`src/hw/rtl/fcsu_pkg.sv`:
```
// ----------------------------------------------------------------------------
// fcsu_pkg
// Shared types, codes and tables of the four-channel sound unit.
// ----------------------------------------------------------------------------
package fcsu_pkg;

  localparam int WaveBytesDefault = 16;
  localparam int RegCount = 23;

  typedef enum logic [2:0] {
    KIND_REG_WRITE  = 3'd0,
    KIND_REG_READ   = 3'd1,
    KIND_WAVE_WRITE = 3'd2,
    KIND_WAVE_READ  = 3'd3,
    KIND_SAMPLE     = 3'd4,
    KIND_FRAME      = 3'd5
  } kind_t;

  localparam logic [4:0] REG_NR10 = 5'h00, REG_NR11 = 5'h01, REG_NR12 = 5'h02,
                         REG_NR13 = 5'h03, REG_NR14 = 5'h04, REG_NR21 = 5'h06,
                         REG_NR22 = 5'h07, REG_NR23 = 5'h08, REG_NR24 = 5'h09,
                         REG_NR30 = 5'h0A, REG_NR31 = 5'h0B, REG_NR32 = 5'h0C,
                         REG_NR33 = 5'h0D, REG_NR34 = 5'h0E, REG_NR41 = 5'h10,
                         REG_NR42 = 5'h11, REG_NR43 = 5'h12, REG_NR44 = 5'h13,
                         REG_NR50 = 5'h14, REG_NR51 = 5'h15, REG_NR52 = 5'h16;

  function automatic logic duty_bit(input logic [1:0] duty, input logic [2:0] step);
    logic [7:0] pat;
    begin
      case (duty)
        2'd0: pat = 8'h80;
        2'd1: pat = 8'h81;
        2'd2: pat = 8'hE1;
        default: pat = 8'h7E;
      endcase
      duty_bit = pat[step];
    end
  endfunction

  function automatic logic [15:0] noise_period(input logic [7:0] nr43);
    logic [6:0] dv;
    logic [22:0] p;
    begin
      case (nr43[2:0])
        3'd0: dv = 7'd8;
        3'd1: dv = 7'd16;
        3'd2: dv = 7'd32;
        3'd3: dv = 7'd48;
        3'd4: dv = 7'd64;
        3'd5: dv = 7'd80;
        3'd6: dv = 7'd96;
        default: dv = 7'd112;
      endcase
      p = {16'd0, dv} << nr43[7:4];
      noise_period = p[15:0];
    end
  endfunction

  // (2048 - f) * k, wrapped to 16 bits; f is up to 16 bits wide
  function automatic logic [15:0] reload(input logic [15:0] f, input logic [1:0] sh);
    logic [15:0] t;
    begin
      t = 16'd2048 - f;
      reload = t << sh;
    end
  endfunction

  function automatic logic [3:0] env_vol(input logic [3:0] vol, input logic [7:0] env);
    begin
      if (env[3] && vol != 4'd15) env_vol = vol + 4'd1;
      else if (!env[3] && vol != 4'd0) env_vol = vol - 4'd1;
      else env_vol = vol;
    end
  endfunction

endpackage

```
`src/hw/rtl/four_channel_sound_unit.sv`:
```
// ----------------------------------------------------------------------------
// four_channel_sound_unit
// Two square channels, a wave-table channel and a noise channel with mixer.
// ----------------------------------------------------------------------------
// Usage: one input channel (in_valid/in_stall) carries a beat of kind,
// reg_address, wave_address and write_data. Every accepted beat gives
// exactly one result beat on the output channel (out_valid/out_stall):
// read_data for register and wave reads, sample_valid with left/right mix
// for a sample tick, zeros otherwise.
// The result of an accepted beat is loaded into the output register.
// Throughput: one beat every cycle while in_stall is low. All state updates for a beat happen in
// the same cycle it is accepted; the result register is the only stage.
// A new beat is accepted while the output register is empty or is being
// taken in the same cycle; if the receiver stalls with a full output
// register, in_stall rises and the held result stays put.
// Reset (rst, synchronous) clears the register file, wave table, all
// channel state and the output register; the noise LFSR resets to all ones.
// ----------------------------------------------------------------------------
module four_channel_sound_unit #(
  parameter int WAVE_BYTES = fcsu_pkg::WaveBytesDefault
) (
  input  logic       clk,
  input  logic       rst,
  input  logic       in_valid,
  output logic       in_stall,
  input  logic [2:0] kind,
  input  logic [4:0] reg_address,
  input  logic [$clog2(WAVE_BYTES)-1:0] wave_address,
  input  logic [7:0] write_data,
  output logic       out_valid,
  input  logic       out_stall,
  output logic [7:0] read_data,
  output logic       sample_valid,
  output logic [7:0] left_sample,
  output logic [7:0] right_sample
);
  import fcsu_pkg::*;

  localparam int WA = $clog2(WAVE_BYTES);

  // architectural state
  logic [7:0]  regs [RegCount];
  logic [7:0]  wave [WAVE_BYTES];
  logic [1:0]  sq_en;
  logic [2:0]  sq_step [2];
  logic [1:0]  sq_lvl;
  logic [3:0]  sq_vol [2];
  logic [15:0] sq_per [2];
  logic [6:0]  sq_len [2];
  logic [2:0]  sq_env [2];
  logic [11:0] sweep_shadow;
  logic        sweep_active;
  logic        wv_en;
  logic [4:0]  wv_pos;
  logic [3:0]  wv_lvl;
  logic [15:0] wv_per;
  logic [8:0]  wv_len;
  logic        nz_en, nz_lvl;
  logic [3:0]  nz_vol;
  logic [15:0] nz_per;
  logic [6:0]  nz_len;
  logic [2:0]  nz_env;
  logic [14:0] lfsr;
  logic [2:0]  seq;

  // next values
  logic [7:0]  regs_next [RegCount];
  logic [7:0]  wave_next [WAVE_BYTES];
  logic [1:0]  sq_en_next;
  logic [2:0]  sq_step_next [2];
  logic [1:0]  sq_lvl_next;
  logic [3:0]  sq_vol_next [2];
  logic [15:0] sq_per_next [2];
  logic [6:0]  sq_len_next [2];
  logic [2:0]  sq_env_next [2];
  logic [11:0] sweep_shadow_next;
  logic        sweep_active_next;
  logic        wv_en_next;
  logic [4:0]  wv_pos_next;
  logic [3:0]  wv_lvl_next;
  logic [15:0] wv_per_next;
  logic [8:0]  wv_len_next;
  logic        nz_en_next, nz_lvl_next;
  logic [3:0]  nz_vol_next;
  logic [15:0] nz_per_next;
  logic [6:0]  nz_len_next;
  logic [2:0]  nz_env_next;
  logic [14:0] lfsr_next;
  logic [2:0]  seq_next;

  logic        accept;
  logic [7:0]  rd_next;
  logic [3:0]  lv0, lv1, lv2, lv3;
  logic [7:0]  mix_l, mix_r;

  // combinational scratch
  logic [15:0] sf, sd;
  logic [15:0] f1;
  logic [7:0]  rb, wbyte;
  logic [3:0]  ws;
  logic        fb;
  logic [14:0] sr;
  logic [7:0]  b;

  assign in_stall = out_valid && out_stall;
  assign accept   = in_valid && !in_stall;

  always_comb begin
    regs_next = regs;
    wave_next = wave;
    sq_en_next = sq_en;
    sq_step_next = sq_step;
    sq_lvl_next = sq_lvl;
    sq_vol_next = sq_vol;
    sq_per_next = sq_per;
    sq_len_next = sq_len;
    sq_env_next = sq_env;
    sweep_shadow_next = sweep_shadow;
    sweep_active_next = sweep_active;
    wv_en_next = wv_en;
    wv_pos_next = wv_pos;
    wv_lvl_next = wv_lvl;
    wv_per_next = wv_per;
    wv_len_next = wv_len;
    nz_en_next = nz_en;
    nz_lvl_next = nz_lvl;
    nz_vol_next = nz_vol;
    nz_per_next = nz_per;
    nz_len_next = nz_len;
    nz_env_next = nz_env;
    lfsr_next = lfsr;
    seq_next = seq;
    rd_next = 8'd0;
    sf = 16'd0;
    sd = 16'd0;
    f1 = 16'd0;
    rb = 8'hFF;
    wbyte = 8'd0;
    ws = 4'd0;
    fb = 1'b0;
    sr = lfsr;
    b = write_data;

    case (kind)
      KIND_REG_WRITE: begin
        if (reg_address < 5'(RegCount)) begin
          if (reg_address == REG_NR52) begin
            // power off clears the whole file
            if (regs[REG_NR52][7] && !b[7]) begin
              for (int i = 0; i < RegCount; i++) regs_next[i] = 8'd0;
            end
            regs_next[REG_NR52] = {b[7], regs_next[REG_NR52][6:0]};
          end
          if (regs_next[REG_NR52][7]) begin
            regs_next[reg_address] = b;
            case (reg_address)
              REG_NR11: sq_len_next[0] = 7'd64 - {1'b0, b[5:0]};
              REG_NR21: sq_len_next[1] = 7'd64 - {1'b0, b[5:0]};
              REG_NR12: if (b[7:3] == 5'd0) sq_en_next[0] = 1'b0;
              REG_NR22: if (b[7:3] == 5'd0) sq_en_next[1] = 1'b0;
              REG_NR14: if (b[7]) begin
                f1 = {5'd0, b[2:0], regs[REG_NR13]};
                sq_en_next[0] = regs[REG_NR12][7:3] != 5'd0;
                if (sq_len[0] == 7'd0) sq_len_next[0] = 7'd64;
                sq_per_next[0] = reload(f1, 2'd2);
                sq_env_next[0] = regs[REG_NR12][2:0];
                sq_vol_next[0] = regs[REG_NR12][7:4];
                sf = f1;
                sweep_active_next = regs[REG_NR10][6:0] != 7'd0 &&
                                    (regs[REG_NR10][6:4] != 3'd0 ||
                                     regs[REG_NR10][2:0] != 3'd0);
                if (regs[REG_NR10][6:4] != 3'd0) begin
                  sd = f1 >> regs[REG_NR10][2:0];
                  sf = regs[REG_NR10][3] ? f1 - sd : f1 + sd;
                  regs_next[REG_NR13] = sf[7:0];
                  regs_next[REG_NR14] = {b[7:3], sf[10:8]};
                  sq_per_next[0] = reload(sf, 2'd2);
                  if (sf >= 16'd2048) begin
                    sq_en_next[0] = 1'b0;
                    sweep_active_next = 1'b0;
                  end
                end
                sweep_shadow_next = sf[11:0];
              end
              REG_NR24: if (b[7]) begin
                sq_en_next[1] = regs[REG_NR22][7:3] != 5'd0;
                if (sq_len[1] == 7'd0) sq_len_next[1] = 7'd64;
                sq_per_next[1] = reload({5'd0, b[2:0], regs[REG_NR23]}, 2'd2);
                sq_env_next[1] = regs[REG_NR22][2:0];
                sq_vol_next[1] = regs[REG_NR22][7:4];
              end
              REG_NR30: if (!b[7]) wv_en_next = 1'b0;
              REG_NR31: wv_len_next = 9'd256 - {1'b0, b};
              REG_NR34: if (b[7]) begin
                wv_en_next = regs[REG_NR30][7];
                if (wv_len == 9'd0) wv_len_next = 9'd256;
                wv_per_next = reload({5'd0, b[2:0], regs[REG_NR33]}, 2'd1);
              end
              REG_NR41: nz_len_next = 7'd64 - {1'b0, b[5:0]};
              REG_NR42: if (b[7:3] == 5'd0) nz_en_next = 1'b0;
              REG_NR44: if (b[7]) begin
                nz_en_next = regs[REG_NR42][7:3] != 5'd0;
                if (nz_len == 7'd0) nz_len_next = 7'd64;
                nz_per_next = noise_period(regs[REG_NR43]);
                nz_env_next = regs[REG_NR42][2:0];
                nz_vol_next = regs[REG_NR42][7:4];
                lfsr_next = 15'h7FFF;
              end
              default: ;
            endcase
          end
        end
      end
      KIND_REG_READ: begin
        if (reg_address < 5'(RegCount)) rb = regs[reg_address];
        case (reg_address)
          REG_NR10: rd_next = rb | 8'h80;
          REG_NR11, REG_NR21: rd_next = rb | 8'h3F;
          REG_NR12, REG_NR22, REG_NR42, REG_NR43, REG_NR50, REG_NR51: rd_next = rb;
          REG_NR14, REG_NR24, REG_NR34, REG_NR44: rd_next = rb | 8'hBF;
          REG_NR30: rd_next = rb | 8'h7F;
          REG_NR32: rd_next = rb | 8'h9F;
          REG_NR52: rd_next = rb | 8'h70;
          default: rd_next = 8'hFF;
        endcase
      end
      KIND_WAVE_WRITE: wave_next[wave_address] = b;
      KIND_WAVE_READ:  rd_next = wave[wave_address];
      KIND_SAMPLE: begin
        for (int c = 0; c < 2; c++) begin
          if (!sq_en[c]) sq_lvl_next[c] = 1'b0;
          else if (sq_per[c] == 16'd0) begin
            sq_per_next[c] = reload({5'd0, regs[c*5+4][2:0], regs[c*5+3]}, 2'd2) - 16'd1;
            sq_lvl_next[c] = duty_bit(regs[c*5+1][7:6], sq_step[c]);
            sq_step_next[c] = sq_step[c] + 3'd1;
          end else sq_per_next[c] = sq_per[c] - 16'd1;
        end
        if (!wv_en) wv_lvl_next = 4'd0;
        else if (wv_per == 16'd0) begin
          wv_per_next = reload({5'd0, regs[REG_NR34][2:0], regs[REG_NR33]}, 2'd1) - 16'd1;
          wv_pos_next = wv_pos + 5'd1;
          wbyte = wave[wv_pos_next[WA:1]];
          ws = wv_pos_next[0] ? wbyte[3:0] : wbyte[7:4];
          case (regs[REG_NR32][6:5])
            2'd0: wv_lvl_next = 4'd0;
            2'd1: wv_lvl_next = ws;
            2'd2: wv_lvl_next = ws >> 1;
            default: wv_lvl_next = ws >> 2;
          endcase
        end else wv_per_next = wv_per - 16'd1;
        if (!nz_en) nz_lvl_next = 1'b0;
        else if (nz_per == 16'd0) begin
          nz_per_next = noise_period(regs[REG_NR43]) - 16'd1;
          fb = lfsr[0] ^ lfsr[1];
          sr = {fb, lfsr[14:1]};
          if (regs[REG_NR43][3]) sr[6] = fb;
          lfsr_next = sr;
          nz_lvl_next = !sr[0];
        end else nz_per_next = nz_per - 16'd1;
      end
      KIND_FRAME: begin
        if (!seq[0]) begin
          for (int c = 0; c < 2; c++)
            if (sq_en[c] && regs[c*5+4][6] && sq_len[c] != 7'd0) begin
              sq_len_next[c] = sq_len[c] - 7'd1;
              if (sq_len[c] == 7'd1) sq_en_next[c] = 1'b0;
            end
          if (wv_en && regs[REG_NR34][6] && wv_len != 9'd0) begin
            wv_len_next = wv_len - 9'd1;
            if (wv_len == 9'd1) wv_en_next = 1'b0;
          end
          if (nz_en && regs[REG_NR44][6] && nz_len != 7'd0) begin
            nz_len_next = nz_len - 7'd1;
            if (nz_len == 7'd1) nz_en_next = 1'b0;
          end
        end else if (seq == 3'd7) begin
          for (int c = 0; c < 2; c++)
            if (sq_env[c] != 3'd0) begin
              sq_env_next[c] = sq_env[c] - 3'd1;
              if (sq_env[c] == 3'd1) begin
                sq_vol_next[c] = env_vol(sq_vol[c], regs[c*5+2]);
                sq_env_next[c] = regs[c*5+2][2:0];
              end
            end
          if (nz_env != 3'd0) begin
            nz_env_next = nz_env - 3'd1;
            if (nz_env == 3'd1) begin
              nz_vol_next = env_vol(nz_vol, regs[REG_NR42]);
              nz_env_next = regs[REG_NR42][2:0];
            end
          end
        end
        seq_next = seq + 3'd1;
      end
      default: ;
    endcase
  end

  // mix uses the freshly advanced levels
  assign lv0 = sq_lvl_next[0] ? sq_vol_next[0] : 4'd0;
  assign lv1 = sq_lvl_next[1] ? sq_vol_next[1] : 4'd0;
  assign lv2 = wv_lvl_next;
  assign lv3 = nz_lvl_next ? nz_vol_next : 4'd0;

  fcsu_mix u_mix (
    .lv0(lv0), .lv1(lv1), .lv2(lv2), .lv3(lv3),
    .route(regs[REG_NR51]),
    .left_mix(mix_l), .right_mix(mix_r)
  );

  // wave table: cleared by the reset branch, written on an accepted beat
  always_ff @(posedge clk) begin
    if (rst) begin
      for (int i = 0; i < WAVE_BYTES; i++) wave[i] <= 8'd0;
    end else if (accept) begin
      wave <= wave_next;
    end
  end

  always_ff @(posedge clk) begin
    if (rst) begin
      for (int i = 0; i < RegCount; i++) regs[i] <= 8'd0;
      for (int c = 0; c < 2; c++) begin
        sq_step[c] <= 3'd0;
        sq_vol[c] <= 4'd0;
        sq_per[c] <= 16'd0;
        sq_len[c] <= 7'd0;
        sq_env[c] <= 3'd0;
      end
      sq_en <= 2'd0;
      sq_lvl <= 2'd0;
      sweep_shadow <= 12'd0;
      sweep_active <= 1'b0;
      wv_en <= 1'b0;
      wv_pos <= 5'd0;
      wv_lvl <= 4'd0;
      wv_per <= 16'd0;
      wv_len <= 9'd0;
      nz_en <= 1'b0;
      nz_lvl <= 1'b0;
      nz_vol <= 4'd0;
      nz_per <= 16'd0;
      nz_len <= 7'd0;
      nz_env <= 3'd0;
      lfsr <= 15'h7FFF;
      seq <= 3'd0;
      out_valid <= 1'b0;
      read_data <= 8'd0;
      sample_valid <= 1'b0;
      left_sample <= 8'd0;
      right_sample <= 8'd0;
    end else begin
      if (accept) begin
        regs <= regs_next;
        sq_en <= sq_en_next;
        sq_step <= sq_step_next;
        sq_lvl <= sq_lvl_next;
        sq_vol <= sq_vol_next;
        sq_per <= sq_per_next;
        sq_len <= sq_len_next;
        sq_env <= sq_env_next;
        sweep_shadow <= sweep_shadow_next;
        sweep_active <= sweep_active_next;
        wv_en <= wv_en_next;
        wv_pos <= wv_pos_next;
        wv_lvl <= wv_lvl_next;
        wv_per <= wv_per_next;
        wv_len <= wv_len_next;
        nz_en <= nz_en_next;
        nz_lvl <= nz_lvl_next;
        nz_vol <= nz_vol_next;
        nz_per <= nz_per_next;
        nz_len <= nz_len_next;
        nz_env <= nz_env_next;
        lfsr <= lfsr_next;
        seq <= seq_next;
        // load the result register with this beat
        out_valid <= 1'b1;
        read_data <= rd_next;
        sample_valid <= kind == KIND_SAMPLE;
        left_sample <= (kind == KIND_SAMPLE) ? mix_l : 8'd0;
        right_sample <= (kind == KIND_SAMPLE) ? mix_r : 8'd0;
      end else if (!out_stall) begin
        out_valid <= 1'b0;
      end
    end
  end

`ifndef SYNTHESIS
  // a held result must not be overwritten by a new beat
  a_no_accept_when_full: assert property (@(posedge clk) disable iff (rst)
    out_valid && out_stall |-> !accept) else $error("beat accepted over held result");
  // every accepted beat shows a result in the next cycle
  a_result_follows: assert property (@(posedge clk) disable iff (rst)
    accept |=> out_valid) else $error("result missing after accept");
  // mix is only non-zero on a sample beat
  a_mix_only_sample: assert property (@(posedge clk) disable iff (rst)
    out_valid && !sample_valid |-> left_sample == 8'd0 && right_sample == 8'd0)
    else $error("mix outside sample beat");
`endif

endmodule

```
`src/hw/rtl/fcsu_mix.sv`:
```
// ----------------------------------------------------------------------------
// fcsu_mix
// Routes the four channel levels and scales each side by 17/4.
// ----------------------------------------------------------------------------
module fcsu_mix (
  input  logic [3:0] lv0,
  input  logic [3:0] lv1,
  input  logic [3:0] lv2,
  input  logic [3:0] lv3,
  input  logic [7:0] route,
  output logic [7:0] left_mix,
  output logic [7:0] right_mix
);
  logic [5:0] l, r;
  logic [10:0] ls, rs;

  always_comb begin
    l = 6'd0;
    r = 6'd0;
    if (route[4]) l = l + {2'd0, lv0};
    if (route[5]) l = l + {2'd0, lv1};
    if (route[6]) l = l + {2'd0, lv2};
    if (route[7]) l = l + {2'd0, lv3};
    if (route[0]) r = r + {2'd0, lv0};
    if (route[1]) r = r + {2'd0, lv1};
    if (route[2]) r = r + {2'd0, lv2};
    if (route[3]) r = r + {2'd0, lv3};
    // sum*17 = sum*16 + sum, then drop two bits
    ls = {1'b0, l, 4'd0} + {5'd0, l};
    rs = {1'b0, r, 4'd0} + {5'd0, r};
  end

  assign left_mix  = ls[9:2];
  assign right_mix = rs[9:2];
endmodule
```
`config.mk`:
```
export PLATFORM = sky130hd
export DESIGN_NAME = four_channel_sound_unit
export DESIGN_NICKNAME = d
export VERILOG_FILES = /design/src/hw/rtl/fcsu_pkg.sv /design/src/hw/rtl/four_channel_sound_unit.sv /design/src/hw/rtl/fcsu_mix.sv
export SDC_FILE = /design/constraint.sdc
export NUM_CORES = 2
export LEC_CHECK = 0
export BUFFER_PORTS_ARGS = -buffer_cell sky130_fd_sc_hd__buf_2
export CAP_MARGIN = 5
export CORE_UTILIZATION = 44
export DETAILED_ROUTE_END_ITERATION = 7
export GPL_ROUTABILITY_DRIVEN = 0
export SLEW_MARGIN = 20
export SYNTH_ARGS = -nofsm -noshare
export SYNTH_HDL_FRONTEND = slang
export SYNTH_SLANG_ARGS = --single-unit
```
`constraint.sdc`:
```
create_clock -name clk -period 9.8 [get_ports clk]
set_clock_uncertainty 0.15 [all_clocks]
set_input_delay 1.96 -clock clk [delete_from_list [all_inputs] [get_ports clk]]
set_output_delay 1.96 -clock clk [all_outputs]
set_load 0.02 [all_outputs]
```
==> parameters.txt <==
Parameter                              Value

Drt
  Final Routed Wirelength    102100 um
  Via density per instance    6.203
  Highest routed layer    met5
  Number of design-rule violations left by the first detailed-router iteration    2929
  Met2 wire length    about 46000 um
  Per-cell routed wire length    22.35 um
  Final ANT Viol Nets    0
  DRT met1 WL    ~45000 um
  DRC Markers    0
  Count of TritonRoute iterations in the first routing pass    6
  Vias after detailed routing    28340
  Met3 wire length    about 7600 um

Floorplanning
  Area of the die    70030 sq um
  Starting Density    between 40% and 50%
  Standard-cell row count    95
  Core Area    67750 sq um
  Die span in y    264.6 um
  IO Count    51
  Width of the chip    264.6 um

STA
  Worst max-slew margin expressed relative to the limit    28.21%
  Transition time of the tightest slew-check pin    1.075 ns
  Final Max Slew Viols    0
  Fin crit period    8.801 ns
  Highest clock frequency the design can meet    0.1136 GHz
  Worst Hold Slack    0.2951 ns
  Final hold violations    0
  Final-report setup violation count    0
  Setup tns final    0 ns
  Unrepaired setup endpoints after global routing    no
  Fin crit share    about nine tenths

Clocking
  Total setup buffers inserted after CTS    0
  CTS Sinks    464
  Post_cts resized    0
  Hold-fix buffers at CTS    0
  Clock tree from TritonCTS    done
  Clock Tree Root    clkbuf_16
  Deepest level of the CTS H-tree    2
  Number of buffers created by CTS    53
  Number of buffers on the longest clock path    3
  Clock latency of the later-clocked register in the worst-skew pair    0.63 ns
  Reg clk slew, reported paths    about 0.060 ns

Synth
  Yosys Warn Count    0
  Cell area after synthesis    30350 sq um
  Mapped Avg Cell Area    between 8 and 9 sq um
  Post-synth ARST share    0%
  Prevailing post-synth register cell    dfxtp_1
  Sequential area share after synthesis    30.61%
  Post-synthesis net count    3870
  Area share of the largest cell type after synthesis    30.61%
  Synthesized netlist cell count    about 3800
  Number of enable flip-flop cells after synthesis    0
  Cell variety after synth    98
  Ranking of synthesized cells by area    dfxtp_1, mux4_2, nor2_1, mux2i_1, nand2_1
  Most area-hungry cell type in the Yosys netlist    dfxtp_1
  Synth Register Bits    roughly 460

GRT
  Number of global-route vias before repair    26250
  Global-route wire length before repair    158700 um
  Remaining Overflow, GRT    0
  Combined global-route utilization of all metal layers    between 20% and 30%
  Maximum number of pins on one net before global-route repair    approximately 100
  Initial antenna violation count    5

Placement
  Number of placed instances with taps included    approximately 4500
  Area after detailed placement    31150 sq um
  DP HPWL    roughly 71000 um
  Input/output buffers    50

Worst setup path
  CP required    between 10 and 15 ns
  Kind of end point of the critical path    register
  Launching element type of the critical path    primary input
  Slowest stage cell, crit path    a21boi_0
  CP most frequent cell    ha_1
  Top fanout value on the critical path    10
  Critical path data arrival time    9.18 ns
  Delay of the slowest cell on the worst path    0.58 ns
  Worst Path Class, Setup    in -> reg

Layout
  Combined area of the multi-input logic cells    19690 sq um
  Fraction of layout instances using a drive strength above 1    10.64%
  Fin cells    4569
  Area of all sequential standard cells    9289 sq um
  Final Net Count    3761
  Area Growth Syn to Fin    8.686%
  Final instance area    between 30000 and 40000 sq um
  Fill cells    between 6000 and 7000

Pwr
  Total chip power    4.336 mW
  NetSw    around 1.1 mW
  Internal Pwr Total    roughly 3.2 mW
  Register share of total power    44.1%
  Standby leakage power    12.18 nW
  Power density over the cells    around 130 nW/um^2
  Power share of the combinational group    8.0%
  Switching share of power    25.91%
  Max VDD drop    0.1664 mV
  Clock power share    48.0%

Outcome
  Run status    completed

Flow run
  Total of max-cap violations    0

Worst hold path
  Tightest Hold Check Type    reg -> reg
-- logic make-up after synthesis --
| group | count (synthesis) | share of synthesized area (%) |
|---|---|---|
| AO/OA/AOI/OAI | 915 | 19.81 |
| XOR/XNOR | 134 | 3.867 |
| adder cells (fa/ha/maj) | 88 | 3.850 |
| buffers and inverters | 372 | 4.737 |
| flip-flops | 464 | 30.61 |
| multiplexers | 306 | 14.78 |
| AND/OR/NAND/NOR | 1479 | 22.34 |
-- cell usage in the layout, fill, tap and decap left out, types with 21 or more instances in the layout --
| cell | n |
|---|---|
| xor2_1 | 60 |
| o211ai_1 | 38 |
| nor2_1 | 594 |
| o22ai_1 | 27 |
| nand2b_1 | 35 |
| buf_4 | 64 |
| clkbuf_16 | 55 |
| nor4_1 | 24 |
| a211oi_1 | 52 |
| a22oi_1 | 126 |
| nor3_1 | 137 |
| inv_1 | 92 |
| or3_1 | 23 |
| ha_1 | 79 |
| a221oi_1 | 21 |
| nand3_1 | 142 |
| nand2_1 | 328 |
| xnor2_1 | 73 |
| dfxtp_1 | 464 |
| o21ai_0 | 168 |
| a31oi_1 | 37 |
| a21oi_1 | 243 |
| nor2b_1 | 34 |
| a21o_1 | 27 |
| and3_1 | 22 |
| mux4_2 | 112 |
| mux2i_1 | 176 |
| buf_2 | 48 |
-- registers in the layout, summed over array words and instances (netlist names), 9 cells and up --
name / flops
wave: 128
nz_per: 16
sq_len: 14
sq_per: 32
wv_len: 9
wv_per: 16
lfsr: 15
regs: 155
-- metrics by stage --
stage	utilization (%)	setup slack (ns)
global route	48.69	0.5330
CTS	48.66	1.104
floorplan	-	1.299
finish	48.69	0.9985
detailed placement	45.98	0.4572
global placement	45.97	0.5747
-- cell type report --
type | count | area share [%]
clock buffer | 76 | 4.866
inverter | 95 | 1.081
sequential | 464 | 28.16
timing repair buffer | 113 | 2.230
multi-input combinational | 2922 | 59.68
tap | 873 | 3.311
clock inverter | 23 | 0.6524
antenna | 3 | 0.02276
-- metal layers --
layer	vias up	track usage, %
li1	13470	-
met1	13570	39.86
met2	1107	44.94
met3	196	3.976
met4	2	10.78
met5	-	0
-- worst max-delay path, delay by kind of cell --
| family | cells | cell delay (ns) |
|---|---|---|
| simple gates | 8 | 2.28 |
| xor+xnor | 3 | 0.66 |
| buf+inv | 4 | 0.39 |
| fa+ha+maj | 6 | 1.87 |
| compound gates | 9 | 2.05 |
-- final timing paths --
path | from | slack [ns] | cells after the start | to
worst min register to register | read_data[3]$_SDFFE_PP0P_ | 0.30 | 2 | read_data[3]$_SDFFE_PP0P_
worst max-delay path | reg_address[2] | 1.0 | 30 | left_sample[6]$_SDFFE_PP0P_
worst min-delay path | read_data[3]$_SDFFE_PP0P_ | 0.30 | 2 | read_data[3]$_SDFFE_PP0P_
worst max register to register | wv_pos[0]$_SDFFE_PP0P_ | 1.75 | 28 | left_sample[6]$_SDFFE_PP0P_
-- power groups by stage --
stage	clock (mW)	sequential (mW)	combinational, mW
after floorplan	0	1.95	0.237
after global placement	0	1.95	0.337
after detailed placement	0	1.95	0.338
after CTS	2.12	1.91	0.339
after global routing	2.19	1.91	0.371
final	2.08	1.91	0.345
-- cells in the mapped netlist (22+ instances only) --
| cell type | instances |
|---|---|
| xnor2_1 | 73 |
| mux2i_1 | 176 |
| o22ai_1 | 27 |
| a22oi_1 | 126 |
| nor2b_1 | 34 |
| and3_1 | 22 |
| nand2_1 | 330 |
| a21o_1 | 27 |
| dfxtp_1 | 464 |
| o211ai_1 | 38 |
| clkbuf_1 | 232 |
| nor3_1 | 137 |
| a31oi_1 | 37 |
| xor2_1 | 61 |
| or3_1 | 23 |
| ha_1 | 79 |
| inv_1 | 92 |
| nor4_1 | 25 |
| mux4_2 | 112 |
| nand3_1 | 142 |
| o21ai_0 | 168 |
| nor2_1 | 597 |
| nand2b_1 | 35 |
| buf_1 | 26 |
| a21oi_1 | 243 |
| a211oi_1 | 52 |
(Power assumes the default switching activity.)
